<file path="src/rtl/utf8d_pkg.sv">
// Package for the UTF-8 stream decoder: shared constants and the run
// descriptor type passed from the front end through the queue to the back end.
// No dependencies.
`default_nettype none
package utf8d_pkg;

  localparam int unsigned UTF8D_CP_W   = 31;
  localparam int unsigned UTF8D_CNT_W  = 3;
  localparam int unsigned UTF8D_QDEPTH = 2;

  localparam logic [UTF8D_CP_W-1:0] UTF8D_REPL_CP = 31'h0000_FFFD;

  // Lengths of the sequence forms, counting the lead byte.
  localparam logic [UTF8D_CNT_W-1:0] UTF8D_LEN_NONE = 3'd0;
  localparam logic [UTF8D_CNT_W-1:0] UTF8D_LEN_ONE  = 3'd1;
  localparam logic [UTF8D_CNT_W-1:0] UTF8D_LEN_TWO  = 3'd2;
  localparam logic [UTF8D_CNT_W-1:0] UTF8D_LEN_THREE = 3'd3;
  localparam logic [UTF8D_CNT_W-1:0] UTF8D_LEN_FOUR = 3'd4;
  localparam logic [UTF8D_CNT_W-1:0] UTF8D_LEN_FIVE = 3'd5;
  localparam logic [UTF8D_CNT_W-1:0] UTF8D_LEN_SIX  = 3'd6;

  // Results caused by one input byte: n_repl replacements, then an
  // optional tail result.
  typedef struct packed {
    logic [UTF8D_CNT_W-1:0] n_repl;
    logic                   tail_valid;
    logic                   tail_rep;
    logic [UTF8D_CP_W-1:0]  tail_cp;
  } utf8d_desc_t;

  typedef struct packed {
    logic full;
    logic empty;
  } utf8d_qstat_t;

endpackage
`default_nettype wire

</file>
<file path="src/rtl/utf8d_byte_if.sv">
// Input byte channel of the UTF-8 stream decoder: valid/ready plus one byte
// and its end-of-stream mark. No dependencies.
`default_nettype none
interface utf8d_byte_if;
  logic       valid;
  logic       ready;
  logic [7:0] data_byte;
  logic       end_of_stream;

  modport source (output valid, output data_byte, output end_of_stream, input ready);
  modport sink   (input valid, input data_byte, input end_of_stream, output ready);
endinterface
`default_nettype wire

</file>
<file path="src/rtl/utf8d_cp_if.sv">
// Output code point channel of the UTF-8 stream decoder: valid/ready plus
// the decoded result fields. No dependencies.
`default_nettype none
interface utf8d_cp_if;
  logic        valid;
  logic        ready;
  logic [30:0] code_point;
  logic        is_replacement;
  logic        last_of_run;

  modport source (output valid, output code_point, output is_replacement,
                  output last_of_run, input ready);
  modport sink   (input valid, input code_point, input is_replacement,
                  input last_of_run, output ready);
endinterface
`default_nettype wire

</file>
<file path="src/rtl/utf8d_cfg_if.sv">
// Configuration write channel of the UTF-8 stream decoder: valid/ready plus
// the strict_mode write data. No dependencies.
`default_nettype none
interface utf8d_cfg_if;
  logic valid;
  logic ready;
  logic strict_mode;

  modport source (output valid, output strict_mode, input ready);
  modport sink   (input valid, input strict_mode, output ready);
endinterface
`default_nettype wire

</file>
<file path="src/rtl/utf8d_front.sv">
// Front end of the UTF-8 stream decoder: accepts bytes, tracks the open
// sequence and pushes one run descriptor per byte that causes results.
// Depends on utf8d_pkg, utf8d_byte_if and utf8d_cfg_if.
`default_nettype none
module utf8d_front (
  input  wire                  clk_i,
  input  wire                  rst_ni,
  utf8d_byte_if.sink           byte_i,
  utf8d_cfg_if.sink            cfg_i,
  input  utf8d_pkg::utf8d_qstat_t qstat_i,
  output logic                 push_o,
  output utf8d_pkg::utf8d_desc_t push_desc_o
);
  import utf8d_pkg::*;

  logic                   strict_q;
  logic [UTF8D_CNT_W-1:0] exp_len_q, exp_len_d;
  logic [UTF8D_CNT_W-1:0] rcv_q, rcv_d;
  logic [UTF8D_CP_W-1:0]  part_q, part_d;

  logic                   accept;
  logic                   seq_open;
  logic                   is_cont;
  logic [UTF8D_CNT_W-1:0] rcv_inc;
  logic [UTF8D_CP_W-1:0]  part_shift;
  logic [UTF8D_CNT_W-1:0] lead_len;
  logic [UTF8D_CP_W-1:0]  lead_val;

  assign cfg_i.ready  = 1'b1;
  assign byte_i.ready = ~qstat_i.full;
  assign accept       = byte_i.valid & ~qstat_i.full;

  assign seq_open   = (exp_len_q != UTF8D_LEN_NONE);
  assign is_cont    = (byte_i.data_byte[7:6] == 2'b10);
  assign rcv_inc    = rcv_q + UTF8D_LEN_ONE;
  assign part_shift = {part_q[UTF8D_CP_W-7:0], byte_i.data_byte[5:0]};

  // Classify the byte as a lead and strip its length marker.
  always_comb begin
    lead_len = UTF8D_LEN_NONE;
    lead_val = '0;
    if (byte_i.data_byte inside {[8'hC0:8'hDF]}) begin
      lead_len = UTF8D_LEN_TWO;
      lead_val = {26'd0, byte_i.data_byte[4:0]};
    end else if (byte_i.data_byte inside {[8'hE0:8'hEF]}) begin
      lead_len = UTF8D_LEN_THREE;
      lead_val = {27'd0, byte_i.data_byte[3:0]};
    end else if (byte_i.data_byte inside {[8'hF0:8'hF7]}) begin
      lead_len = UTF8D_LEN_FOUR;
      lead_val = {28'd0, byte_i.data_byte[2:0]};
    end else if (!strict_q && (byte_i.data_byte inside {[8'hF8:8'hFB]})) begin
      lead_len = UTF8D_LEN_FIVE;
      lead_val = {29'd0, byte_i.data_byte[1:0]};
    end else if (!strict_q && (byte_i.data_byte inside {[8'hFC:8'hFD]})) begin
      lead_len = UTF8D_LEN_SIX;
      lead_val = {30'd0, byte_i.data_byte[0]};
    end
  end

  always_comb begin
    exp_len_d   = exp_len_q;
    rcv_d       = rcv_q;
    part_d      = part_q;
    push_o      = 1'b0;
    push_desc_o = '0;
    if (accept) begin
      if (seq_open && is_cont) begin
        if (rcv_inc >= exp_len_q) begin
          push_o                 = 1'b1;
          push_desc_o.tail_valid = 1'b1;
          push_desc_o.tail_cp    = part_shift;
          exp_len_d = UTF8D_LEN_NONE;
          rcv_d     = UTF8D_LEN_NONE;
          part_d    = '0;
        end else if (byte_i.end_of_stream) begin
          // Truncated end: one replacement per byte of the sequence.
          push_o             = 1'b1;
          push_desc_o.n_repl = rcv_inc;
          exp_len_d = UTF8D_LEN_NONE;
          rcv_d     = UTF8D_LEN_NONE;
          part_d    = '0;
        end else begin
          rcv_d  = rcv_inc;
          part_d = part_shift;
        end
      end else begin
        // Flush any open sequence, then decode this byte anew as ASCII, a lead or an invalid byte.
        push_desc_o.n_repl = seq_open ? rcv_q : UTF8D_LEN_NONE;
        exp_len_d = UTF8D_LEN_NONE;
        rcv_d     = UTF8D_LEN_NONE;
        part_d    = '0;
        if (!byte_i.data_byte[7]) begin
          push_desc_o.tail_valid = 1'b1;
          push_desc_o.tail_cp    = {23'd0, byte_i.data_byte};
        end else if (lead_len == UTF8D_LEN_NONE || byte_i.end_of_stream) begin
          push_desc_o.tail_valid = 1'b1;
          push_desc_o.tail_rep   = 1'b1;
          push_desc_o.tail_cp    = UTF8D_REPL_CP;
        end else begin
          exp_len_d = lead_len;
          rcv_d     = UTF8D_LEN_ONE;
          part_d    = lead_val;
        end
        push_o = (push_desc_o.n_repl != UTF8D_LEN_NONE) | push_desc_o.tail_valid;
      end
    end
  end

  always_ff @(posedge clk_i or negedge rst_ni) begin
    if (!rst_ni) begin
      strict_q  <= 1'b1;
      exp_len_q <= UTF8D_LEN_NONE;
      rcv_q     <= UTF8D_LEN_NONE;
      part_q    <= '0;
    end else begin
      if (cfg_i.valid) begin
        strict_q <= cfg_i.strict_mode;
      end
      exp_len_q <= exp_len_d;
      rcv_q     <= rcv_d;
      part_q    <= part_d;
    end
  end

endmodule
`default_nettype wire

</file>
<file path="src/rtl/utf8d_queue.sv">
// Short descriptor queue between the front and back ends of the UTF-8
// stream decoder. Depends on utf8d_pkg.
`default_nettype none
module utf8d_queue #(
  parameter int unsigned Depth = utf8d_pkg::UTF8D_QDEPTH
) (
  input  wire                     clk_i,
  input  wire                     rst_ni,
  input  wire                     push_i,
  input  utf8d_pkg::utf8d_desc_t  push_desc_i,
  input  wire                     pop_i,
  output utf8d_pkg::utf8d_desc_t  head_o,
  output utf8d_pkg::utf8d_qstat_t qstat_o
);
  import utf8d_pkg::*;

  localparam int unsigned PtrW = (Depth > 1) ? $clog2(Depth) : 1;
  localparam int unsigned CntW = $clog2(Depth + 1);
  localparam logic [PtrW-1:0] LastPtr = PtrW'(Depth - 1);
  localparam logic [CntW-1:0] FullCnt = CntW'(Depth);

  utf8d_desc_t     mem_q [Depth];
  logic [PtrW-1:0] wr_ptr_q, rd_ptr_q;
  logic [CntW-1:0] cnt_q;

  assign head_o        = mem_q[rd_ptr_q];
  assign qstat_o.full  = (cnt_q == FullCnt);
  assign qstat_o.empty = (cnt_q == '0);

  always_ff @(posedge clk_i) begin
    if (push_i) begin
      mem_q[wr_ptr_q] <= push_desc_i;
    end
  end

  always_ff @(posedge clk_i or negedge rst_ni) begin
    if (!rst_ni) begin
      wr_ptr_q <= '0;
      rd_ptr_q <= '0;
      cnt_q    <= '0;
    end else begin
      if (push_i) begin
        wr_ptr_q <= (wr_ptr_q == LastPtr) ? '0 : wr_ptr_q + 1'b1;
      end
      if (pop_i) begin
        rd_ptr_q <= (rd_ptr_q == LastPtr) ? '0 : rd_ptr_q + 1'b1;
      end
      if (push_i && !pop_i) begin
        cnt_q <= cnt_q + 1'b1;
      end else if (pop_i && !push_i) begin
        cnt_q <= cnt_q - 1'b1;
      end
    end
  end

endmodule
`default_nettype wire

</file>
<file path="src/rtl/utf8d_back.sv">
// Back end of the UTF-8 stream decoder: expands run descriptors into result
// transactions through an output register. Depends on utf8d_pkg, utf8d_cp_if.
`default_nettype none
module utf8d_back (
  input  wire                     clk_i,
  input  wire                     rst_ni,
  input  utf8d_pkg::utf8d_desc_t  head_i,
  input  utf8d_pkg::utf8d_qstat_t qstat_i,
  output logic                    pop_o,
  utf8d_cp_if.source              cp_o
);
  import utf8d_pkg::*;

  logic                   busy_q, busy_d;
  utf8d_desc_t            cur_q, cur_d;
  logic                   out_valid_q, out_valid_d;
  logic [UTF8D_CP_W-1:0]  out_cp_q, out_cp_d;
  logic                   out_rep_q, out_rep_d;
  logic                   out_last_q, out_last_d;

  utf8d_desc_t            cur;
  logic                   out_load;
  logic                   adv;
  logic                   emit_rep;
  logic                   fin;

  assign cur      = busy_q ? cur_q : head_i;
  assign out_load = ~out_valid_q | cp_o.ready;
  assign adv      = out_load & (busy_q | ~qstat_i.empty);
  assign emit_rep = (cur.n_repl != '0);
  assign fin      = emit_rep ? ((cur.n_repl == UTF8D_LEN_ONE) & ~cur.tail_valid) : 1'b1;
  assign pop_o    = adv & ~busy_q;

  always_comb begin
    busy_d      = busy_q;
    cur_d       = cur_q;
    out_valid_d = out_valid_q;
    out_cp_d    = out_cp_q;
    out_rep_d   = out_rep_q;
    out_last_d  = out_last_q;
    if (adv) begin
      out_valid_d  = 1'b1;
      out_cp_d     = emit_rep ? UTF8D_REPL_CP : cur.tail_cp;
      out_rep_d    = emit_rep | cur.tail_rep;
      out_last_d   = fin;
      busy_d       = ~fin;
      cur_d        = cur;
      cur_d.n_repl = emit_rep ? cur.n_repl - UTF8D_LEN_ONE : cur.n_repl;
    end else if (out_load) begin
      out_valid_d = 1'b0;
    end
  end

  always_ff @(posedge clk_i or negedge rst_ni) begin
    if (!rst_ni) begin
      busy_q      <= 1'b0;
      out_valid_q <= 1'b0;
    end else begin
      busy_q      <= busy_d;
      out_valid_q <= out_valid_d;
    end
  end

  always_ff @(posedge clk_i) begin
    cur_q      <= cur_d;
    out_cp_q   <= out_cp_d;
    out_rep_q  <= out_rep_d;
    out_last_q <= out_last_d;
  end

  assign cp_o.valid          = out_valid_q;
  assign cp_o.code_point     = out_cp_q;
  assign cp_o.is_replacement = out_rep_q;
  assign cp_o.last_of_run    = out_last_q;

  a_busy_has_work: assert property (@(posedge clk_i) disable iff (!rst_ni)
    busy_q |-> (cur_q.n_repl != '0 || cur_q.tail_valid))
    else $error("back end busy with an empty descriptor");

  a_rep_is_fffd: assert property (@(posedge clk_i) disable iff (!rst_ni)
    (out_valid_q && out_rep_q) |-> (out_cp_q == UTF8D_REPL_CP))
    else $error("replacement result without U+FFFD");

  a_pop_nonempty: assert property (@(posedge clk_i) disable iff (!rst_ni)
    pop_o |-> !qstat_i.empty)
    else $error("pop from an empty descriptor queue");

endmodule
`default_nettype wire

</file>
<file path="src/rtl/utf8_stream_decoder_unit.sv">
// Top level of the UTF-8 stream decoder: front end, descriptor queue and
// back end. Depends on utf8d_pkg, the three channel interfaces and the
// utf8d_front, utf8d_queue and utf8d_back modules.
//
// Usage:
//   byte_i carries one raw byte per transaction with its end-of-stream mark.
//   cp_o carries decoded code points; each input byte yields zero to six
//   results, and last_of_run marks the final result of a byte.
//   cfg_i writes strict_mode (1 after reset); it is always ready and should
//   be written only while the decoder is idle.
// Timing:
//   An accepted byte's descriptor is queued; the output register then takes
//   its first result for cp_o. Bytes are accepted one per cycle while the
//   queue has room. The back end emits one result per cycle as long as
//   cp_o.ready allows; the queue (QDepth entries) absorbs multi-result bytes,
//   and byte_i.ready drops only once the queue is full.
// Reset:
//   Asynchronous, active low: no sequence open, queue empty, cp_o idle.
// Stall:
//   While cp_o.ready is low the output register holds its transaction and
//   the back end waits; the front keeps accepting until the queue fills.
`default_nettype none
module utf8_stream_decoder_unit #(
  parameter int unsigned QDepth = utf8d_pkg::UTF8D_QDEPTH
) (
  input  wire        clk_i,
  input  wire        rst_ni,
  utf8d_byte_if.sink byte_i,
  utf8d_cfg_if.sink  cfg_i,
  utf8d_cp_if.source cp_o
);
  import utf8d_pkg::*;

  // Descriptors from the front end, one per byte that causes results.
  logic         push;
  utf8d_desc_t  push_desc;
  // Queue pop, head and status; the back end reads the head, both ends the status.
  logic         pop;
  utf8d_desc_t  head;
  utf8d_qstat_t qstat;

  // Classify each byte and track the open sequence.
  utf8d_front u_front (
    .clk_i       (clk_i),
    .rst_ni      (rst_ni),
    .byte_i      (byte_i),
    .cfg_i       (cfg_i),
    .qstat_i     (qstat),
    .push_o      (push),
    .push_desc_o (push_desc)
  );

  // Decouple byte intake from result delivery.
  utf8d_queue #(
    .Depth (QDepth)
  ) u_queue (
    .clk_i       (clk_i),
    .rst_ni      (rst_ni),
    .push_i      (push),
    .push_desc_i (push_desc),
    .pop_i       (pop),
    .head_o      (head),
    .qstat_o     (qstat)
  );

  // Expand each descriptor into its run of result transactions.
  utf8d_back u_back (
    .clk_i   (clk_i),
    .rst_ni  (rst_ni),
    .head_i  (head),
    .qstat_i (qstat),
    .pop_o   (pop),
    .cp_o    (cp_o)
  );

endmodule
`default_nettype wire
</file>
<file path="src/flat_wrapper.sv">
// flat-port wrapper written by rule: the top's interface ports become plain ports
module utf8_stream_decoder_unit_flat import utf8d_pkg::*;
#(
  parameter int unsigned QDepth = utf8d_pkg::UTF8D_QDEPTH
)
  (clk_i, rst_ni, byte_i_valid, byte_i_data_byte, byte_i_end_of_stream, byte_i_ready, cfg_i_valid, cfg_i_strict_mode, cfg_i_ready, cp_o_valid, cp_o_code_point, cp_o_is_replacement, cp_o_last_of_run, cp_o_ready);
  utf8d_byte_if byte_i_i ();
  utf8d_cfg_if cfg_i_i ();
  utf8d_cp_if cp_o_i ();
  input  wire clk_i;
  input  wire rst_ni;
  input wire logic [$bits(byte_i_i.valid)-1:0] byte_i_valid;
  input wire logic [$bits(byte_i_i.data_byte)-1:0] byte_i_data_byte;
  input wire logic [$bits(byte_i_i.end_of_stream)-1:0] byte_i_end_of_stream;
  output wire logic [$bits(byte_i_i.ready)-1:0] byte_i_ready;
  input wire logic [$bits(cfg_i_i.valid)-1:0] cfg_i_valid;
  input wire logic [$bits(cfg_i_i.strict_mode)-1:0] cfg_i_strict_mode;
  output wire logic [$bits(cfg_i_i.ready)-1:0] cfg_i_ready;
  output wire logic [$bits(cp_o_i.valid)-1:0] cp_o_valid;
  output wire logic [$bits(cp_o_i.code_point)-1:0] cp_o_code_point;
  output wire logic [$bits(cp_o_i.is_replacement)-1:0] cp_o_is_replacement;
  output wire logic [$bits(cp_o_i.last_of_run)-1:0] cp_o_last_of_run;
  input wire logic [$bits(cp_o_i.ready)-1:0] cp_o_ready;
  assign byte_i_i.valid = byte_i_valid;
  assign byte_i_i.data_byte = byte_i_data_byte;
  assign byte_i_i.end_of_stream = byte_i_end_of_stream;
  assign byte_i_ready = byte_i_i.ready;
  assign cfg_i_i.valid = cfg_i_valid;
  assign cfg_i_i.strict_mode = cfg_i_strict_mode;
  assign cfg_i_ready = cfg_i_i.ready;
  assign cp_o_valid = cp_o_i.valid;
  assign cp_o_code_point = cp_o_i.code_point;
  assign cp_o_is_replacement = cp_o_i.is_replacement;
  assign cp_o_last_of_run = cp_o_i.last_of_run;
  assign cp_o_i.ready = cp_o_ready;
  utf8_stream_decoder_unit #(.QDepth(QDepth)) u_core (.clk_i(clk_i), .rst_ni(rst_ni), .byte_i(byte_i_i), .cfg_i(cfg_i_i), .cp_o(cp_o_i));
endmodule
</file>
<file path="config.mk">
export PLATFORM = sky130hd
export DESIGN_NAME = utf8_stream_decoder_unit_flat
export DESIGN_NICKNAME = d
export VERILOG_FILES = /design/src/rtl/utf8d_pkg.sv /design/src/rtl/utf8d_byte_if.sv /design/src/rtl/utf8d_cp_if.sv /design/src/rtl/utf8d_cfg_if.sv /design/src/rtl/utf8d_front.sv /design/src/rtl/utf8d_queue.sv /design/src/rtl/utf8d_back.sv /design/src/rtl/utf8_stream_decoder_unit.sv /design/src/flat_wrapper.sv
export SDC_FILE = /design/constraint.sdc
export NUM_CORES = 1
export LEC_CHECK = 0
export BUFFER_PORTS_ARGS = -buffer_cell sky130_fd_sc_hd__buf_2
export CAP_MARGIN = 20
export CORE_ASPECT_RATIO = 1.2
export CORE_MARGIN = 1
export CORE_UTILIZATION = 36
export CTS_CLUSTER_DIAMETER = 150
export DETAILED_ROUTE_END_ITERATION = 16
export GPL_ROUTABILITY_DRIVEN = 1
export PLACE_DENSITY = 0.52
export SLEW_MARGIN = 20
export SYNTH_ARGS = -nofsm -noshare
export SYNTH_HDL_FRONTEND = slang
export SYNTH_SLANG_ARGS = --single-unit
</file>
<file path="constraint.sdc">
create_clock -name clk_i -period 5.5 [get_ports clk_i]
set_input_delay 0.275 -clock clk_i [delete_from_list [all_inputs] [get_ports clk_i]]
set_output_delay 0.275 -clock clk_i [all_outputs]
set_load 0.005 [all_outputs]
</file>
==> results of run 1 <==
-- per-layer routing --
layer,vias to the layer above,part of all wire,routed length (µm),GRT usage
li1,2068,-,-,-
met4,0,0.014,187,0.0592
met1,2098,0.47,6460,0.174
met3,15,0.039,538,0.0325
met5,-,0,0,0
met2,77,0.48,6640,0.220
-- synth_stat cells (2+ instances only) --
master,number
buf_1,4
o21a_1,16
a22o_1,24
nand2_1,43
a32o_1,2
dfrtp_1,37
a21oi_1,6
nor3_1,4
inv_1,13
and2_1,17
clkbuf_1,15
mux2i_1,39
buf_6,2
buf_4,4
a21o_1,2
o211a_1,2
buf_2,6
nor2b_1,3
o211ai_1,17
o22ai_1,2
nor2_1,12
edfxtp_1,141
ha_1,9
and3_1,26
o21ai_0,35
xor2_1,4
clkbuf_2,2
xnor2_1,3
mux2_2,4
-- worst paths after layout --
check	end	slack, ns	cells after the start
max reg2reg	u_core.u_queue.mem_q[0][13]	2.37	8
min in group clk_i	u_core.u_front.strict_q	0.06	3
max	u_core.u_queue.mem_q[0][13]	2.37	8
min	u_core.u_back.cp_o.valid	-0.02	1
max in group asynchronous	u_core.u_queue.rd_ptr_q	4.91	1
min reg2reg	u_core.u_front.part_q[20]	0.50	1
-- final cells by class --
class | instances | area, µm² | share of cell area
clock buffer | 19 | 433 | 0.0497
timing repair buffer | 57 | 312 | 0.0357
multi-input combinational | 300 | 2170 | 0.249
tap | 265 | 332 | 0.0380
inverter | 13 | 48.8 | 0.00560
clock inverter | 13 | 231 | 0.0265
sequential | 179 | 5190 | 0.595
-- kinds of logic after synthesis --
logic type	after synthesis
buffers and inverters	46
multiplexers	43
AND/OR/NAND/NOR	118
XOR/XNOR	7
AO/OA/AOI/OAI	122
flip-flops	179
other	1
adder cells (fa/ha/maj)	9
-- report_power, final --
part | switching [mW] | internal, mW
combinational | 0.807 | 0.434
sequential | 0.113 | 2.03
clock | 0.498 | 0.854
-- per-stage QoR --
| step | hold WS, ns | power, mW | std cells | cell area (µm²) | util |
|---|---|---|---|---|---|
| floorplan | -0.0206 | 3.05 | 525 | 7550 | - |
| global placement | 0.440 | 3.39 | 812 | 8030 | 0.394 |
| detailed placement | 0.447 | 3.44 | 813 | 8040 | 0.394 |
| CTS | 0.0200 | 4.80 | 846 | 8720 | 0.427 |
| global route | 0.0413 | 5.02 | 846 | 8720 | 0.427 |
| finish | -0.0205 | 4.73 | 846 | 8720 | 0.427 |
-- flip-flops by register name, summed over array words and instances, names as in the netlist --
signal / count
u_core.u_back.cur_q: 36
u_core.u_queue.mem_q: 72
u_core.u_back.cp_o.last_of_run: 1
u_core.u_front.strict_q: 1
u_core.u_back.cp_o.valid: 1
u_core.u_queue.rd_ptr_q: 1
u_core.u_back.cp_o.is_replacement: 1
u_core.u_queue.wr_ptr_q: 1
u_core.u_queue.cnt_q: 2
u_core.u_front.exp_len_q: 3
u_core.u_front.part_q: 25
u_core.u_back.busy_q: 1
u_core.u_back.cp_o.code_point: 31
u_core.u_front.rcv_q: 3
-- critical path: cells and delay by family, from the launching register on --
kind / cells / cell delay (ns)
buffers and inverters: 1 / 0.44
DFF: 1 / 0.43
adders and majority gates: 2 / 0.55
and+or+nand+nor: 2 / 0.23
xor gates and xnor gates: 1 / 0.19
AOI/OAI and AO/OA: 2 / 0.90
-- timing repair --
item                                   in CTS  in global routing
resized for setup                           0                  0
endpoints found under the hold margin       1                  0
hold buffers                                1                  0
setup endpoints to repair                   0                  0
==> results list, run 1 <==
- Data required, critical path: 5.56 ns
- Maximum number of pins on one net before global-route repair: 91
- Placement Setup Slack: 2.40 ns
* Kind of path behind the tightest hold check: in2async
* Vias in the first global route: 4315
* Post-CTS setup-driven buffer insertion count: 0
* Compound-Gate Fraction of Synth Area: 0.119
* FFs w/ async S/R, synth: 0.212
- Headroom to the max-slew limit: 0.399
- Highest clock frequency the design can meet: 319 MHz
* Leakage component of the power: 3.43 nW
* Port Buffers: 49
* Clock network latency to the later pin of the worst-skew pair: 0.42 ns
* Worst hold slack: -0.0205 ns
- VDD sags by at most about 0.21 mV.
- Compared with the post-synthesis result, the final layout area differs by 15.4%.
* Site Rows: 57
- Detailed-route via count: 4258
* Grt total ovfl: 0
- Once routing completed, OpenROAD measured the worst setup slack at 2.37 ns.
- Nature of the critical path endpoint: register
* Most frequent standard cell in the layout excluding fill and tap cells: edfxtp_1
* Total iterations of the first detailed-routing run: 5
* Master cell of the clock root buffer: clkbuf_16
* CP Launch Point: u_core.u_front.rcv_q[0]
* Setup violations, final: 0
* Synth Area per Inst: 14.4 µm²
* Power density cells: 543 nW/µm²
* Die height: 161 µm
* DR WL/cell: 16.3 µm
- After synthesis, the cell types taking the most area are edfxtp_1 (56%), dfrtp_1 (12%), mux2i_1 (5.2%), a22o_1 (2.8%), o21ai_0 (2.3%).
* Share of the cycle needed by the critical path after routing: 0.570
- Status: finished, violations left
- The detail route stage leaves a number of antenna-violating nets equal to 0.
- Filler cells: roughly 1900
- Crit path max-delay cell type: o21ai_2
- Synth cell types: 60
- Global-route total usage across every layer: 0.136
- The H-tree was split into 4 levels.
- The detailed router finished its first iteration with 232 violations.
* Ordered cell list for the critical path: ha_1, xor2_1, ha_1, nand2_1, o21ai_2, o311ai_2, nor2_2, buf_4
- The synthesized design contains 179 register bits.
- Total Die Area: 21600 µm²
* Combined area of all synthesized cells: between 7000 and 8000 µm²
* Cell repeated most along the worst path: ha_1
- Max-cap violations in this run came to 0.
- After synthesis, the largest family of logic cells by area is compound AO/OA/AOI/OAI gates.
* Synth Instances: 525
- Area share of and/or/nand/nor cells after synthesis: 0.0848
* CTS tree: done
- The first global-routing pass estimated 22.6 mm of wire.
- Along the worst path, the maximum fanout reaches 36.
- Critical path launch point type: register
- Total CTS buffers: 17
- Synthesized-area fraction occupied by adder cells: 0.0149
- Most used cells in the layout excluding fill and tap cells: edfxtp_1 (141), buf_2 (49), nand2_1 (43), mux2i_1 (39)
* CTS Sinks: ~180
- Largest stage delay, worst path: 0.60 ns
- Among all flip-flop cells after synthesis, the most frequent one is edfxtp_1.
- The final reports fail on hold timing.
- Setup repair after global routing left no endpoint under its margin.
- In the final timing run, aggregate negative setup slack is 0 ns.
- The worst register-to-register path begins at u_core.u_front.rcv_q[0].
- For this run, design rule violations remaining after detail routing come to 0.
* EDFF count, synth: 141
- Count of pins over their slew limit: 0
- Dividing the detail-routed via count by the number of cells gives 5.03.
- The congestion estimate from routability-driven global placement came to 0.776.
* Total of warnings raised by yosys: 0
* Time the final worst path needs with I/O delays and setup: 3.13 ns
* Boundary pin count: a little over 50
- Multiplexer fraction of the synthesized cell area: 0.0576
- At the worst endpoint, the arrival time is 3.19 ns.
- For the pin with the worst max-slew slack, the measured transition is 0.901 ns.
- Detailed placement finished with a half-perimeter wire length of 8.87 mm.
- Final-report hold violation count: 23
- 0 antenna diodes ended up in the layout.
- Placeable core area: 20400 µm²
* Number of nets in the finished design: 592
- edfxtp_1 takes more of the synthesized area than any other cell.
- Net count after synthesis: 549
- The initial antenna violation count was 0.
* Routed Wire Length: 13.8 mm
* Starting Density: 0.370
- Top cell type's share of synthesized area: 0.560
* Horizontal die dimension: 134 µm
- Of the cells placed in the final design, the portion with a size suffix greater than 1 is 0.186.
- Sequential cell area fraction in the yosys report: 0.686
- Share of the synthesized netlist area taken by xor and xnor gates: 0.00812
- Final Skew: between 0.01 and 0.015 ns
- The clock passes through at most 2 buffers.
* Clock-pin slew on the worst setup and hold paths: 0.06 ns
- The critical path is of the reg2reg type.
Note: power is estimated with default switching activity, not from simulation.
==> inputs of run 2 (changes only) <==
--- a/config.mk
+++ b/config.mk
@@ -13,7 +13,7 @@
 export CTS_CLUSTER_DIAMETER = 150
 export DETAILED_ROUTE_END_ITERATION = 16
 export GPL_ROUTABILITY_DRIVEN = 1
-export PLACE_DENSITY = 0.52
+export PLACE_DENSITY = 0.54
 export SLEW_MARGIN = 20
 export SYNTH_ARGS = -nofsm -noshare
 export SYNTH_HDL_FRONTEND = slang
==> constraint.sdc (replaced) <==
create_clock -name clk_i -period 2.8 [get_ports clk_i]
set_input_delay 0.14 -clock clk_i [delete_from_list [all_inputs] [get_ports clk_i]]
set_output_delay 0.14 -clock clk_i [all_outputs]
set_load 0.005 [all_outputs]
==> results list, run 2 (same netlist as run 1, synthesis figures left out) <==
- Status: finished clean
* Clock-pin slew on the worst setup and hold paths: about 0.070 ns
- The first global-routing pass estimated 22.6 mm of wire.
* Top reg by flops: u_core.u_queue.mem_q
- In this run the tightest slew margin relative to its limit is 0.396.
- Across the run, the number of max-cap violations was 0.
- In the routed design, unresolved DRC markers number 0.
- In the finished design, the share of the clock period the worst path needs comes to 0.927.
* Proportion of power drawn by flip-flops and latches: 0.475
- The filler cells instantiated in the layout total 1889.
- Clock tree synthesis found a total of roughly 180 sinks.
* Highest clock frequency the design can meet: 385 MHz
* Transition time at the pin with the least slew margin: 0.906 ns
- Met2 wire length: roughly 6.8 mm
- For this design the total switching power over the nets is 2.80 mW.
- The number of global-route vias before repair is 4282.
* Post-Layout Inst Area: ~8700 µm²
- Master cell of the clock root buffer: clkbuf_16
- Most used cells in the layout excluding fill and tap cells: edfxtp_1 (141), buf_2 (49), nand2_1 (43), mux2i_1 (39)
- During placement, the flow inserted port buffers numbering slightly below 50.
- Final-report hold violation count: 0
* Cell depth of the worst flop-to-flop path: 11
* Kind of path behind the tightest hold check: in2reg
* Violation count after the first detailed-routing iteration: 182
- Flip-flop count of the largest register after layout: 72
* Placeable core area: just over 20000 µm²
- Time the final worst path needs with I/O delays and setup: 2.60 ns
- Detailed placement ended at an HPWL of approximately 9 mm.
* Post-place instance area: 8100 µm²
- Setup violations remaining at the end of the flow were counted as 0.
- CTS tree: done
- In the final routing, the length of wire on met1 measures 6.28 mm.
- Data required, critical path: 3.15 ns
- STA classifies the critical path endpoint as a register.
* Capture point of the worst reg-to-reg path: u_core.u_queue.cnt_q[1]
* Maximum buffer depth of the clock tree: 2
- The number of antenna diodes in the final layout is 0.
* Final Skew: 0.0104 ns
- The area growth from synthesis to layout is 15.3%.
- Total CTS buffers: 17
- Int Power: 6.13 mW
* Total Die Area: about 22000 µm²
* Total iterations of the first detailed-routing run: 4
* Startpoint of the worst hold path: byte_i_data_byte[3]
- Pwr Total: between 8 and 9 mW
- Of all nets on the critical path, the largest fanout is 5.
- Clock network latency to the later pin of the worst-skew pair: 0.42 ns
* Fraction of power consumed by combinational cells: 0.273
- Routed Wire Length: approximately 14 mm
- Along the worst hold path, the cell count comes to 3.
- Number of nets in the finished design: 600
- Across the VDD grid, the largest voltage drop is 0.422 mV.
- Ratio of cells with drive above 1 in the final layout: 0.194
- Global-route total usage across every layer: 0.136
* Power density cells: 1030 nW/µm²
* Site Rows: between 50 and 60
- The worst setup path is launched from a register.
* DR WL/cell: 15.9 µm
* Maximum number of pins on one net before global-route repair: 81
* Boundary pin count: 51
* Wire length on met3: 323 µm
- Routability-driven placement finished with a final weighted congestion of ~0.80.
- Arrival time of the worst setup path: around 2.9 ns
- Post-DRT Antenna Nets: 0
- The setup path with the least slack is of type reg2reg.
* Number of H-tree levels: 4
* Switching power share of the total: 0.314
* RSZ-0062 raised after global routing: no
- Count of pins over their slew limit: 0
* Grt total ovfl: 0
- The setup check on the worst reg-to-reg path leaves a slack of roughly 0.2 ns.
- Sum Neg Setup Slack: 0 ns
- In this run the top signal layer used is met4.
- Hold endpoint: u_core.u_front.part_q[3]
- In the routed layout, each cell is associated on average with a via count of 4.94.
- Most frequent standard cell in the layout excluding fill and tap cells: edfxtp_1
* Critical register-to-register path startpoint: u_core.u_front.rcv_q[0]
- Summing over every cut layer, the via total after detailed routing is approximately 4200.
- Starting Density: 0.370
* Initial antenna violation count: 0
- Leakage component of the power: 3.42 nW
* Horizontal die dimension: 134 µm
- Die height: 161 µm
- Worst hold slack: 0.0329 ns
* Clock share of power: 0.252
run 2: changes by cell type in the layout (fill, tap and decap cells not counted), moves of 2 or more:
| cell | change |
|---|---|
| buf_12 | +2 |
| clkinvlp_4 | +3 |
| inv_8 | +2 |
| bufinv_16 | -5 |
| dlygate4sd3_1 | +3 |
| buf_4 | +4 |
run 2: worst max-delay path, cell delays in order (launching register included):
cell	delay [ns]
dfrtp_1	0.43
ha_1	0.25
xor2_2	0.20
ha_1	0.32
a21oi_1	0.22
o21ai_2	0.10
o311ai_2	0.34
inv_1	0.08
ha_1	0.19
xor2_1	0.14
nor2_1	0.11
xor2_1	0.14
run 2: through the flow:
stage	setup slack (ns)	cells	util
final	0.205	854	0.427
after global routing	0.0277	854	0.427
after CTS	0.181	854	0.426
after detailed placement	0.185	818	0.397
after global placement	0.284	818	0.397
after floorplan	-0.820	525	-
run 2: cell type report:
cell class	instances	area, µm²	share of cell area
Tap cell	265	332	0.0381
Inverter	13	48.8	0.00560
Multi-Input combinational cell	300	2180	0.250
Sequential cell	179	5190	0.596
Clock inverter	13	128	0.0147
Timing Repair Buffer	65	400	0.0460
Clock buffer	19	433	0.0497
run 2: worst max path at each step:
stage,end,cells past startpoint,slack [ns],from
4_1_cts,u_core.u_queue.cnt_q[1],11,0.18,u_core.u_front.rcv_q[0]
3_5_place_dp,u_core.u_queue.cnt_q[1],11,0.19,u_core.u_front.rcv_q[0]
2_1_floorplan,u_core.u_queue.mem_q[0][0],7,-0.82,u_core.u_front.rcv_q[0]
5_1_grt,u_core.u_queue.cnt_q[1],11,0.03,u_core.u_front.rcv_q[0]
3_3_place_gp,u_core.u_queue.cnt_q[1],11,0.28,u_core.u_front.rcv_q[0]
6_report,u_core.u_queue.cnt_q[1],11,0.20,u_core.u_front.rcv_q[0]
run 2: power groups by stage:
stage	clock, mW	sequential [mW]	combinational, mW
after global placement	0	4.28	2.42
after CTS	2.31	4.25	2.50
after global routing	2.42	4.33	2.78
after detailed placement	0	4.30	2.49
final	2.25	4.24	2.44
after floorplan	0	4.26	1.73
run 2: what timing repair did:
action,4_1_cts,5_1_grt
hold buffers,4,0
gates resized for setup,0,1
setup buffers,0,0
endpoints found under the hold margin,39,0
endpoints found under the setup margin,0,1
run 2: layer usage:
layer	vias to the layer above	global-route usage
met1	2059	0.175
met2	61	0.222
met3	10	0.0297
li1	2087	-
met5	-	0
met4	0	0.0577
